### src/rtl/gb2312_text_to_font_rom_address_top_assert.svh
// assertion macros shared by the glyph address mapper
`ifndef GB2312_TEXT_TO_FONT_ROM_ADDRESS_TOP_ASSERT_SVH
`define GB2312_TEXT_TO_FONT_ROM_ADDRESS_TOP_ASSERT_SVH

// checked only outside reset
`define GBFA_ASSERT(lbl, prop, msg) \
   lbl: assert property (@(posedge clock) disable iff (reset) prop) else $error(msg);

// checked on every edge, reset included
`define GBFA_ASSERT_ALWAYS(lbl, prop, msg) \
   lbl: assert property (@(posedge clock) prop) else $error(msg);

`endif

### src/rtl/gbfa_pkg.sv
// ----------------------------------------------------------------------------
// gbfa_pkg
// Types and constants of the text to font ROM address mapper.
// ----------------------------------------------------------------------------
package gbfa_pkg;

   localparam int MAX_START_POS = 16;
   localparam int POS_W         = 5;
   localparam logic [POS_W-1:0] POS_SAT = '1;

   localparam logic [7:0]  HANZI_LO   = 8'hB0;
   localparam logic [7:0]  HANZI_HI   = 8'hF7;
   localparam logic [7:0]  SYMBOL_LO  = 8'hA1;
   localparam logic [7:0]  SYMBOL_HI  = 8'hA3;
   localparam logic [7:0]  TRAIL_LO   = 8'hA1;
   localparam logic [7:0]  ASCII_LO   = 8'h20;
   localparam logic [7:0]  ASCII_HI   = 8'h7E;
   localparam logic [6:0]  ROW_LEN    = 7'd94;
   localparam logic [12:0] HANZI_BASE = 13'd846;
   localparam logic [17:0] ASCII_BASE = 18'h3CF80;
   localparam logic [7:0]  WIDE_STEP  = 8'd16;
   localparam logic [7:0]  NARROW_STEP = 8'd8;

   typedef struct packed {
      logic [7:0] text_byte;
      logic       string_start;
      logic [2:0] start_page;
      logic [7:0] start_column;
      logic       invert_video;
      logic [7:0] frame_mark;
   } gbfa_req_type;

   typedef struct packed {
      logic [7:0]       held_lead;
      logic             lead_pending;
      logic [POS_W-1:0] byte_position;
      logic [7:0]       current_column;
      logic [2:0]       current_page;
      logic             invert_flag;
      logic [7:0]       frame_bits;
      logic             string_active;
   } gbfa_state_type;

   typedef struct packed {
      logic [17:0] font_addr;
      logic        glyph_wide;
      logic [2:0]  glyph_page;
      logic [7:0]  glyph_column;
      logic        glyph_invert;
      logic [7:0]  glyph_frame;
   } gbfa_glyph_type;

endpackage

### src/rtl/gbfa_decode.sv
// ----------------------------------------------------------------------------
// gbfa_decode
// Judges one text byte against the string state: next state and glyph command.
// ----------------------------------------------------------------------------
module gbfa_decode (
   input  gbfa_pkg::gbfa_req_type   req,
   input  gbfa_pkg::gbfa_state_type state,
   output gbfa_pkg::gbfa_state_type next_state,
   output logic                     emit,
   output gbfa_pkg::gbfa_glyph_type glyph
);
   import gbfa_pkg::*;

   gbfa_state_type   st;
   logic [7:0]       b;
   logic             is_lead;
   logic             is_print;
   logic             lead_hanzi;
   logic [6:0]       row;
   logic [6:0]       trail_off;
   logic [12:0]      idx;
   logic [6:0]       ascii_off;
   logic [POS_W-1:0] pos_inc;

   always_comb begin
      st = state;
      if (req.string_start) begin
         st.current_page   = req.start_page;
         st.current_column = req.start_column;
         st.invert_flag    = req.invert_video;
         st.frame_bits     = req.frame_mark;
         st.byte_position  = '0;
         st.lead_pending   = 1'b0;
         st.held_lead      = '0;
         st.string_active  = 1'b1;
      end
   end

   assign b        = req.text_byte;
   assign is_lead  = (b >= HANZI_LO && b <= HANZI_HI) || (b >= SYMBOL_LO && b <= SYMBOL_HI);
   assign is_print = (b >= ASCII_LO) && (b <= ASCII_HI);
   assign pos_inc  = (st.byte_position == POS_SAT) ? st.byte_position
                                                   : st.byte_position + 1'b1;

   // row and offset inside the code table
   assign lead_hanzi = st.held_lead >= HANZI_LO;
   assign row  = lead_hanzi ? 7'(st.held_lead - HANZI_LO) : 7'(st.held_lead - SYMBOL_LO);
   assign trail_off = 7'(b - TRAIL_LO);
   assign idx  = 13'(row) * 13'(ROW_LEN) + 13'(trail_off) +
                 (lead_hanzi ? HANZI_BASE : 13'd0);
   assign ascii_off = 7'(b - ASCII_LO);

   always_comb begin
      next_state = st;
      emit       = 1'b0;
      glyph.font_addr    = '0;
      glyph.glyph_wide   = 1'b0;
      glyph.glyph_page   = st.current_page;
      glyph.glyph_column = st.current_column;
      glyph.glyph_invert = st.invert_flag;
      glyph.glyph_frame  = st.frame_bits;
      if (st.string_active) begin
         if (st.lead_pending && b >= TRAIL_LO) begin
            next_state.lead_pending   = 1'b0;
            next_state.byte_position  = pos_inc;
            next_state.current_column = st.current_column + WIDE_STEP;
            emit             = 1'b1;
            glyph.glyph_wide = 1'b1;
            glyph.font_addr  = {idx, 5'd0};
         end else begin
            next_state.lead_pending = 1'b0;
            if (b == 8'd0 || st.byte_position >= POS_W'(MAX_START_POS)) begin
               next_state.string_active = 1'b0;
            end else begin
               next_state.byte_position = pos_inc;
               if (is_lead) begin
                  next_state.held_lead    = b;
                  next_state.lead_pending = 1'b1;
               end else if (is_print) begin
                  next_state.current_column = st.current_column + NARROW_STEP;
                  emit            = 1'b1;
                  glyph.font_addr = {7'd0, ascii_off, 4'd0} + ASCII_BASE;
               end
            end
         end
      end
   end

endmodule

### src/rtl/gbfa_outq.sv
// ----------------------------------------------------------------------------
// gbfa_outq
// Result register with a one-entry skid stage behind it.
// ----------------------------------------------------------------------------
module gbfa_outq (
   input  logic                     clock,
   input  logic                     reset,
   input  logic                     push_valid,
   input  gbfa_pkg::gbfa_glyph_type push_data,
   input  logic                     rsp_stall,
   output logic                     rsp_valid,
   output gbfa_pkg::gbfa_glyph_type rsp_data,
   output logic                     full
);
   import gbfa_pkg::*;

   logic           out_valid_ff, out_valid_in;
   logic           skid_valid_ff, skid_valid_in;
   gbfa_glyph_type out_data_ff, out_data_in;
   gbfa_glyph_type skid_data_ff, skid_data_in;
   logic           take;

   assign take = out_valid_ff && !rsp_stall;

   always_comb begin
      out_valid_in  = out_valid_ff;
      skid_valid_in = skid_valid_ff;
      out_data_in   = out_data_ff;
      skid_data_in  = skid_data_ff;
      if (skid_valid_ff) begin
         if (take) begin
            out_data_in   = skid_data_ff;
            skid_valid_in = 1'b0;
         end
      end else if (push_valid) begin
         if (!out_valid_ff || take) begin
            out_data_in  = push_data;
            out_valid_in = 1'b1;
         end else begin
            skid_data_in  = push_data;
            skid_valid_in = 1'b1;
         end
      end else if (take) begin
         out_valid_in = 1'b0;
      end
   end

   always_ff @(posedge clock) begin
      if (reset) begin
         out_valid_ff  <= 1'b0;
         skid_valid_ff <= 1'b0;
      end else begin
         out_valid_ff  <= out_valid_in;
         skid_valid_ff <= skid_valid_in;
      end
      out_data_ff  <= out_data_in;
      skid_data_ff <= skid_data_in;
   end

   assign rsp_valid = out_valid_ff;
   assign rsp_data  = out_data_ff;
   assign full      = skid_valid_ff;

endmodule

### src/rtl/gb2312_text_to_font_rom_address_top.sv
// a glyph command is registered in the result register, or in the skid slot while the result is stalled
// throughput: one request per cycle while req_stall is low; the state update is a single registered pass
// a one-entry skid stage keeps requests flowing while a result is stalled
// req_stall rises only while both result slots are occupied
// reset (synchronous) clears the string state and empties the result slots
// ----------------------------------------------------------------------------
// gb2312_text_to_font_rom_address_top
// Maps an encoded text string to font ROM addresses and screen places.
// ----------------------------------------------------------------------------
`include "gb2312_text_to_font_rom_address_top_assert.svh"

module gb2312_text_to_font_rom_address_top (
   input  logic        clock,
   input  logic        reset,
   input  logic        req_valid,
   output logic        req_stall,
   input  logic [7:0]  req_text_byte,
   input  logic        req_string_start,
   input  logic [2:0]  req_start_page,
   input  logic [7:0]  req_start_column,
   input  logic        req_invert_video,
   input  logic [7:0]  req_frame_mark,
   output logic        rsp_valid,
   input  logic        rsp_stall,
   output logic [17:0] rsp_font_addr,
   output logic        rsp_glyph_wide,
   output logic [2:0]  rsp_glyph_page,
   output logic [7:0]  rsp_glyph_column,
   output logic        rsp_glyph_invert,
   output logic [7:0]  rsp_glyph_frame
);
   import gbfa_pkg::*;

   gbfa_req_type   req;
   gbfa_state_type state_ff, state_in, dec_next;
   gbfa_glyph_type dec_glyph, rsp_data;
   logic           dec_emit;
   logic           accept;
   logic           full;

   assign req.text_byte    = req_text_byte;
   assign req.string_start = req_string_start;
   assign req.start_page   = req_start_page;
   assign req.start_column = req_start_column;
   assign req.invert_video = req_invert_video;
   assign req.frame_mark   = req_frame_mark;

   assign req_stall = full;
   assign accept    = req_valid && !full;

   gbfa_decode u_decode (
      .req        (req),
      .state      (state_ff),
      .next_state (dec_next),
      .emit       (dec_emit),
      .glyph      (dec_glyph)
   );

   assign state_in = accept ? dec_next : state_ff;

   always_ff @(posedge clock) begin
      if (reset) begin
         state_ff <= '0;
      end else begin
         state_ff <= state_in;
      end
   end

   gbfa_outq u_outq (
      .clock      (clock),
      .reset      (reset),
      .push_valid (accept && dec_emit),
      .push_data  (dec_glyph),
      .rsp_stall  (rsp_stall),
      .rsp_valid  (rsp_valid),
      .rsp_data   (rsp_data),
      .full       (full)
   );

   assign rsp_font_addr    = rsp_data.font_addr;
   assign rsp_glyph_wide   = rsp_data.glyph_wide;
   assign rsp_glyph_page   = rsp_data.glyph_page;
   assign rsp_glyph_column = rsp_data.glyph_column;
   assign rsp_glyph_invert = rsp_data.glyph_invert;
   assign rsp_glyph_frame  = rsp_data.glyph_frame;

   // skid slot only fills behind an occupied result register
   `GBFA_ASSERT(a_skid_behind_out, full |-> rsp_valid, "skid slot full with result empty")
   // a held lead only exists inside an active string
   `GBFA_ASSERT(a_pending_active, state_ff.lead_pending |-> state_ff.string_active,
                "lead pending outside a string")
   `GBFA_ASSERT_ALWAYS(a_reset_empty, reset |=> !rsp_valid && !full,
                       "result slots not empty after reset")

endmodule

### config.mk
export PLATFORM = sky130hd
export DESIGN_NAME = gb2312_text_to_font_rom_address_top
export DESIGN_NICKNAME = d
export VERILOG_FILES = /design/src/rtl/gbfa_pkg.sv /design/src/rtl/gbfa_decode.sv /design/src/rtl/gbfa_outq.sv /design/src/rtl/gb2312_text_to_font_rom_address_top.sv
export VERILOG_INCLUDE_DIRS = /design/src /design/src/rtl
export SDC_FILE = /design/constraint.sdc
export NUM_CORES = 1
export LEC_CHECK = 0
export BUFFER_PORTS_ARGS = -buffer_cell sky130_fd_sc_hd__buf_4
export CORE_ASPECT_RATIO = 1.5
export CORE_MARGIN = 5
export CORE_UTILIZATION = 50
export DETAILED_ROUTE_END_ITERATION = 8
export GPL_TIMING_DRIVEN = 0
export PLACE_DENSITY_LB_ADDON = 0.08
export SKIP_CTS_REPAIR_TIMING = 1
export SLEW_MARGIN = 10
export SYNTH_ARGS = -nofsm -noshare
export SYNTH_HDL_FRONTEND = slang
export SYNTH_SLANG_ARGS = --single-unit
export TNS_END_PERCENT = 100
### constraint.sdc
create_clock -name clock -period 9.52 [get_ports clock]
set_input_delay 0.476 -clock clock [delete_from_list [all_inputs] [get_ports clock]]
set_output_delay 0.476 -clock clock [all_outputs]
set_load 0.03 [all_outputs]
==> results.txt, run 1 <==
The flow ran to the end, and the final reports show no timing, DRC or antenna violations. The H-tree generated during clock tree synthesis spans 3 levels. The distinct cell type count after synthesis is 55. Counting instances in the post-synthesis netlist gives the leading cell types as sky130_fd_sc_hd__edfxtp_1 (70), sky130_fd_sc_hd__nand2_1 (55), sky130_fd_sc_hd__nor2_1 (54). The clock transition time at the flip-flop clock pins of the worst setup and hold paths came out at 70 ps. The largest voltage drop on the vdd net is 0.199 mV. The clock power share is 25.4%. Among all flip-flop cells after synthesis, the most frequent one is sky130_fd_sc_hd__edfxtp_1.

The die covers around 0.015 mm2. The pin count of the biggest net entering global routing is 20. Ranked by total cell area, the synthesized netlist is headed by sky130_fd_sc_hd__edfxtp_1 (32%), sky130_fd_sc_hd__dfxtp_1 (11%), sky130_fd_sc_hd__ha_1 (9.3%), sky130_fd_sc_hd__mux2_2 (8.0%), sky130_fd_sc_hd__fa_1 (4.9%). STA classifies the critical path startpoint as an input port.

The initial antenna violation count came out at 0. The total via count in the routed design is 4,877. The highest fanout seen on the critical path came out at 10. The library cell with the largest summed area after synthesis is sky130_fd_sc_hd__edfxtp_1.

The iteration-0 DRC count of the detailed router is about 200. The sequential-to-total area share from yosys stat came out at between 40% and 50%. The slew at the pin with the worst max-slew slack came out at 762 ps. The setup path with the least slack is of type input port to register. Net switching is between 30% and 40% of the power. The number of top-level pins is 74. Of the post-synthesis cell area, the dominant cell type holds about 32%.

The count of buffers added on input and output ports is 67. The antenna diode instance count is 0. The clock sink count is 107.

The number of max-cap violations came out at 0. The CTS root buffer is sky130_fd_sc_hd__clkbuf_16. The number of synthesized flops with an enable pin came out at 70. The normalized max-slew margin came out at about half. The clock buffer count from CTS came out at 9. The first-pass GRT wire length is 24.5 mm.

After layout, the design draws a total of between 1 and 1.5 mW. The area inside the core boundary is 0.0129 mm2. The part of the total power dissipated in combinational logic is roughly 40%.

The total wire length came out at 15.3 mm. Setup repair after global routing left no endpoint under its margin. The number of remaining DRC errors came out at 0. The hold violation total from the final report came out at 0. The mean number of vias per cell came out at between 5 and 6. The clock period minus final worst setup slack came out at ~7400 ps.

The mean instance size in the synthesized netlist is approximately 10 um2. The most critical setup path has its startpoint at req_string_start. The area growth from synthesis to layout is 16.8%. The effective utilization at floorplan is between 50% and 60%.

The final number of max-transition violations is 0. The worst setup path is captured at a register. After layout, the worst path uses between 70% and 80% of the clock period.

The all-layer global routing usage came out at between 20% and 30%. The maximum clock rate is roughly 130 MHz. At the end of routability-driven placement, the weighted congestion stood at roughly 0.83.

Of the total power, registers draw between 30% and 40%. The register bit count reported by yosys is around 110. The final number of setup-violating endpoints is 0. The fraction of layout cells with a size suffix above 1 came out at between 20% and 30%. The internal portion of the total power is roughly 0.97 mW.

The maximum number of buffers from clock root to sink is 2. The post-route core utilization is 58.8%. The analysis attributes to net switching a power of between 0.5 and 0.6 mW. The later-pin clock latency in the skew report is 350 ps. The overall die height is around 150 um.

The Yosys step of the flow raised 0 warnings. After floorplanning, the core was divided into a little over 50 placement rows. The most numerous cell in the Yosys netlist is sky130_fd_sc_hd__edfxtp_1. The die outline width came out at between 100 and 150 um. Synthesis handed over a netlist of 622 instances. After routing, the total negative slack on setup checks comes to 0 ps. The endpoint arrival time on the critical path is roughly 7500 ps. The clock skew came out at 10.0 ps.

The total iterations of the first detailed-routing run came out at 4. Counting flops with an async set or reset pin after synthesis yields a share of 0%. At the end of the flow, the number of nets in the layout was 802. The startpoint identified for the worst register-to-register timing path is state_ff[31].

TritonCTS built the clock tree. The post-detailed-route wirelength per cell came out at around 18 um. The post-detailed-route count of antenna-violating nets came out at 0. The total power divided by cell area came out at between 150 and 200 mW/mm2.

The tightest min-delay check is of the input port to register type. The HPWL after detailed placement is 12.0 mm. The number of global-route vias before repair came out at between 5,000 and 6,000. In this run the most critical hold path is launched from req_text_byte[2].

The analysis attributes to cell leakage a power of around 3.1 nW. After global routing the overflow that remains totals 0. The cell area after synthesis came out at ~0.0065 mm2.

The data required time of the worst path is a little under 10,000 ps.
[cell type report]
cell class                 count  area (um2)
buffer                        27         125
clock buffer                  10         229
clock inverter                 6        71.3
fill                        1109        5310
inverter                      43         161
multi-input combinational    448        3390
sequential                   107        2840
tap                          159         199
timing repair buffer          69         558
[metrics by stage]
stage	cell area, um2	std cells	hold slack (ps)	setup WS, ps
after floorplan	6500	625	429	2950
after global placement	7200	851	437	1830
after detailed placement	7280	853	448	1780
after CTS	7580	869	399	2110
after global routing	7580	869	403	1650
final	7580	869	409	2090
[layout by cell type, fill, tap and decap left out, drive strengths merged, types with 7 or more instances in the layout]
cell and count:
xnor2 21, dfxtp 37, a21oi 38, edfxtp 70, buf 77, a22o 7, ha 48, fa 16
xor2 16, nand3 11, mux2 46, nor3 23, clkbuf 29, o31ai 8, nand2 55, nor2 55
nor2b 14, o21ai 26, inv 45
[routing by layer]
metal  track usage (%)  routed length [um]  up-vias
met5                 0                   0        -
li1                  -                   -     2362
met1              21.6                5790     2382
met4              8.10                 425        0
met3              2.80                 585       24
met2              38.9                8550      109
[final timing paths]
kind	to	slack (ps)	cells past startpoint
setup / recovery	u_outq.rsp_data[38]	2090	26
hold / removal	state_ff[29]	410	2
setup reg to reg	u_outq.rsp_data[38]	2500	25
hold reg to reg	state_ff[19]	460	2
[registers in the layout, summed over array words and instances (netlist names)]
| register | flops |
|---|---|
| state_ff | 35 |
| u_outq.rsp_data | 35 |
| u_outq.full | 1 |
| u_outq.skid_data_ff | 35 |
| u_outq.rsp_valid | 1 |
[power groups by stage]
stage,Combinational [mW],Sequential [mW],Clock (mW)
finish,0.595,0.518,0.379
global route,0.670,0.520,0.402
CTS,0.597,0.518,0.384
detailed placement,0.591,0.529,0
global placement,0.573,0.529,0
floorplan,0.446,0.539,0
[worst max-delay path, cell delays in order]
cell	delay, ps
sky130_fd_sc_hd__clkbuf_1	270
sky130_fd_sc_hd__clkbuf_1	550
sky130_fd_sc_hd__nor2b_1	230
sky130_fd_sc_hd__ha_1	280
sky130_fd_sc_hd__o21a_1	270
sky130_fd_sc_hd__and2_1	190
sky130_fd_sc_hd__clkbuf_1	270
sky130_fd_sc_hd__o21ai_1	540
sky130_fd_sc_hd__fa_1	520
sky130_fd_sc_hd__inv_1	90
sky130_fd_sc_hd__fa_1	440
sky130_fd_sc_hd__fa_1	560
sky130_fd_sc_hd__inv_1	40
sky130_fd_sc_hd__ha_1	340
sky130_fd_sc_hd__a21oi_1	80
sky130_fd_sc_hd__o22ai_1	250
sky130_fd_sc_hd__nor2_1	90
sky130_fd_sc_hd__xnor2_1	130
sky130_fd_sc_hd__ha_1	280
sky130_fd_sc_hd__ha_1	330
sky130_fd_sc_hd__a21oi_1	90
sky130_fd_sc_hd__nor2_1	150
sky130_fd_sc_hd__a31oi_1	100
sky130_fd_sc_hd__nor4_1	510
sky130_fd_sc_hd__nor4b_1	310
sky130_fd_sc_hd__nor3_1	110
[cells by family after synthesis]
group	Yosys count	synth area share (%)
simple gates	186	13.7
compound gates	110	10.7
flops	107	43.8
buf+inv	70	4.41
fa+ha+maj	64	14.2
mux	47	8.13
xor+xnor	37	4.99
other cells	1	0.0578
(Power assumes the default switching activity.)
==> run 2: changes to the inputs <==
==> constraint.sdc (replaced) <==
create_clock -name clock -period 6.45 [get_ports clock]
set_input_delay 0.3225 -clock clock [delete_from_list [all_inputs] [get_ports clock]]
set_output_delay 0.3225 -clock clock [all_outputs]
set_load 0.03 [all_outputs]
==> run 2 against run 1 <==
Setup slack got worse by 1800 ps. Highest routed layer unchanged. Via count fell by 0.10%. Total power rose by 48%. Register-to-register slack got worse by 2200 ps. Largest cell class unchanged. Clock skew rose by 0.50 ps.
==> results.txt, run 2 (synthesized netlist as in run 1, its figures left out) <==
The run finished with clean final reports. The final net count came out at 801 (-0.12%). Traced cell by cell, the critical path runs through nor2b_1, ha_1, o21a_2, and2_4, nand2_1, o21ai_4, fa_1, inv_1, fa_1, fa_1, inv_1, ha_1, a21oi_1, o22ai_1, nor2_1, xnor2_1, ha_1, ha_1, and3_1, a221oi_1, xor2_1, a21boi_0, mux2_2. The cell family with the largest share of critical-path delay is adder cells. The all-layer global routing usage came out at 20.3% (unchanged). The global-route congestion overflow total came out at 0 (unchanged).

The leakage power of the design came out at 3.12 nW (+0.73%). The die outline width is 103 um (unchanged). The clock buffer count from CTS came out at 9 (unchanged). The first-pass GRT wire length came to 24.5 mm (unchanged). The maximum clock rate is roughly 160 MHz. The overall die height is 150 um (unchanged). The quantity of I/O buffers inserted on ports is 67 (unchanged). Leaving out fill and tap cells, the most frequent cells in the layout are sky130_fd_sc_hd__buf_4 (72), sky130_fd_sc_hd__edfxtp_1 (70), sky130_fd_sc_hd__nand2_1 (55), sky130_fd_sc_hd__nor2_1 (53), sky130_fd_sc_hd__ha_1 (48). The HPWL after detailed placement came out at 12.0 mm (unchanged). The clock sink count is 107 (unchanged).

Counting stages on the worst path, the most repeated cell is sky130_fd_sc_hd__ha_1. The iteration-0 DRC count of the detailed router came out at 216 (+4.9%). The pin count of the biggest net entering global routing is 20 (unchanged).

The area of the multi-input gates was 0.00344 mm2 (+1.4%). The largest voltage drop on the vdd net is 0.297 mV (+49%). The endpoint of the most critical setup path is u_outq.rsp_data[37]. The initial antenna violation count is 0 (unchanged). The portion of the clock cycle consumed by the worst path in the final layout came out at 95.0%. The routed design could run at a clock period as short as slightly above 6000 ps. The final weighted congestion in routability-driven placement was 0.834 (unchanged). The slack of the worst reg-to-reg path is 320 ps (-2180 ps). The mean number of vias per cell is 5.61 (about the same). The total die area is 0.0154 mm2 (unchanged). The number of remaining DRC errors is 0 (unchanged). The count of placed standard cells including taps came out at 853 (unchanged). The highest fanout seen on the critical path came out at 9 (-1). The clock transition time at the flip-flop clock pins of the worst setup and hold paths came out at 70 ps (about the same).

The later-pin clock latency in the skew report is 350 ps (about the same). The area inside the core boundary came out at 0.0129 mm2 (unchanged). Relative to the synthesized area, the layout overhead comes to 17.5%. The total iterations of the first detailed-routing run is 4 (unchanged). The non-filler instance count after layout was 868 (-0.12%). For this design, the slowest cell found on the critical path is sky130_fd_sc_hd__fa_1. The number of max-cap violations is 0 (unchanged).

The setup slack of the critical path after layout is 322 ps (-1770 ps). The critical path endpoint category is a register. The data required time of the worst path came to 6550 ps (-3060 ps). The number of cells on the worst hold path came out at 2 (unchanged). The endpoint arrival time on the critical path is 6230 ps (-1290 ps).

The number of buffer and inverter stages on the critical path came out at 2 (-3). The site row count came to 51 (unchanged). The clock skew was 10.5 ps (+0.501 ps). The worst setup path is launched from a register. TritonCTS built the clock tree. The post-detailed-route count of antenna-violating nets came out at 0 (unchanged).

The kind of critical path is register to register. The slew at the pin with the worst max-slew slack was 758 ps (-3.69 ps). The tightest min-delay check is of the input port to register type. The number of top-level pins is 74 (unchanged). The fraction of layout cells with a size suffix above 1 came out at 22.1% (+1.7 points).

The final number of max-transition violations is 0 (unchanged). The total via count in the routed design came out at 4,872 (-0.10%). The final number of setup-violating endpoints came out at 0 (unchanged). The post-detailed-route wirelength per cell is 17.7 um (+0.21%). The worst setup path startpoint is state_ff[32].

The library cell used most frequently in the layout, excluding fill and tap cells, is sky130_fd_sc_hd__buf_4. The CTS root buffer is sky130_fd_sc_hd__clkbuf_16. The maximum number of buffers from clock root to sink is 2 (unchanged).

The area of all sequential standard cells is 0.00284 mm2 (unchanged). The number of global-route vias before repair came out at 5,137 (unchanged). The number of H-tree branching levels was 3 (unchanged). The count of filler cells inserted in the layout came to 1,104 (-0.45%). The effective utilization at floorplan was 50.4% (unchanged). The total power divided by cell area came out at 289 mW/mm2 (+47%). The antenna diode instance count was 0 (unchanged). The total wire length was 15.4 mm (about the same).

The normalized max-slew margin came out at 49.5% (+0.25 points). The number of stages on the worst setup path is 23 (-12%). The reg-to-reg endpoint is u_outq.rsp_data[37]. The depth of the most critical reg-to-reg path is 23 (-8.0%). The placement-stage worst setup slack is -1140 ps (-2920 ps). The origin of the critical flop-to-flop path is state_ff[32]. The hold violation total from the final report came out at 0 (unchanged).

The stage delay of the slowest cell on the critical path is 550 ps (about the same).
[run 2: how the worst min path moves through the flow]
stage                                 from      endpoint  slack (ps)
after global routing      req_text_byte[0]  state_ff[27]         250
after global placement        state_ff[20]  state_ff[20]         440
after CTS                 req_text_byte[0]  state_ff[27]         250
after detailed placement      state_ff[19]  state_ff[19]         450
final                     req_text_byte[2]  state_ff[29]         250
after floorplan               state_ff[19]  state_ff[19]         430
[run 2: layout make-up]
type,instances,share of cell area (%)
Inverter,43,2.12
Multi-Input combinational cell,448,45.1
Tap cell,159,2.61
Sequential cell,107,37.3
Clock inverter,6,0.935
Clock buffer,10,3.00
Timing Repair Buffer,69,7.31
Buffer,26,1.69
[run 2: layer usage]
metal	global-route usage [%]	vias to the layer above	part of all wire, %
li1	-	2365	-
met4	8.10	0	3.3
met1	21.6	2374	37
met5	0	-	0
met3	2.80	25	3.8
met2	38.9	108	56
[run 2: per-stage QoR]
stage / power (mW) / setup TNS (ps) / util, % / hold WS, ps / area [um2]
6_report: 2.21 / 0 / 59.2 / 253 / 7630
5_1_grt: 2.36 / -14.8 / 59.2 / 250 / 7630
4_1_cts: 2.21 / -4440 / 58.8 / 246 / 7580
3_5_place_dp: 1.65 / -9250 / 56.5 / 448 / 7280
3_3_place_gp: 1.63 / -15080 / 55.9 / 437 / 7200
2_1_floorplan: 1.45 / 0 / - / 429 / 6500
[run 2: power breakdown]
part | internal (mW) | switching, mW | leakage, nW
Combinational | 0.378 | 0.506 | 2.02
Clock | 0.306 | 0.252 | 0.147
Sequential | 0.754 | 0.0108 | 0.947
[run 2: worst reg2reg max path, stage by stage (launching register included)]
cell                       delay (ps)
sky130_fd_sc_hd__dfxtp_1          360
sky130_fd_sc_hd__nor2b_1          220
sky130_fd_sc_hd__ha_1             240
sky130_fd_sc_hd__o21a_2           230
sky130_fd_sc_hd__and2_4           280
sky130_fd_sc_hd__nand2_1          130
sky130_fd_sc_hd__o21ai_4          130
sky130_fd_sc_hd__fa_1             470
sky130_fd_sc_hd__inv_1             90
sky130_fd_sc_hd__fa_1             450
sky130_fd_sc_hd__fa_1             550
sky130_fd_sc_hd__inv_1             40
sky130_fd_sc_hd__ha_1             340
sky130_fd_sc_hd__a21oi_1           80
sky130_fd_sc_hd__o22ai_1          250
sky130_fd_sc_hd__nor2_1            90
sky130_fd_sc_hd__xnor2_1          130
sky130_fd_sc_hd__ha_1             280
sky130_fd_sc_hd__ha_1             340
sky130_fd_sc_hd__and3_1           190
sky130_fd_sc_hd__a221oi_1         340
sky130_fd_sc_hd__xor2_1           220
sky130_fd_sc_hd__a21boi_0         140
sky130_fd_sc_hd__mux2_2           280
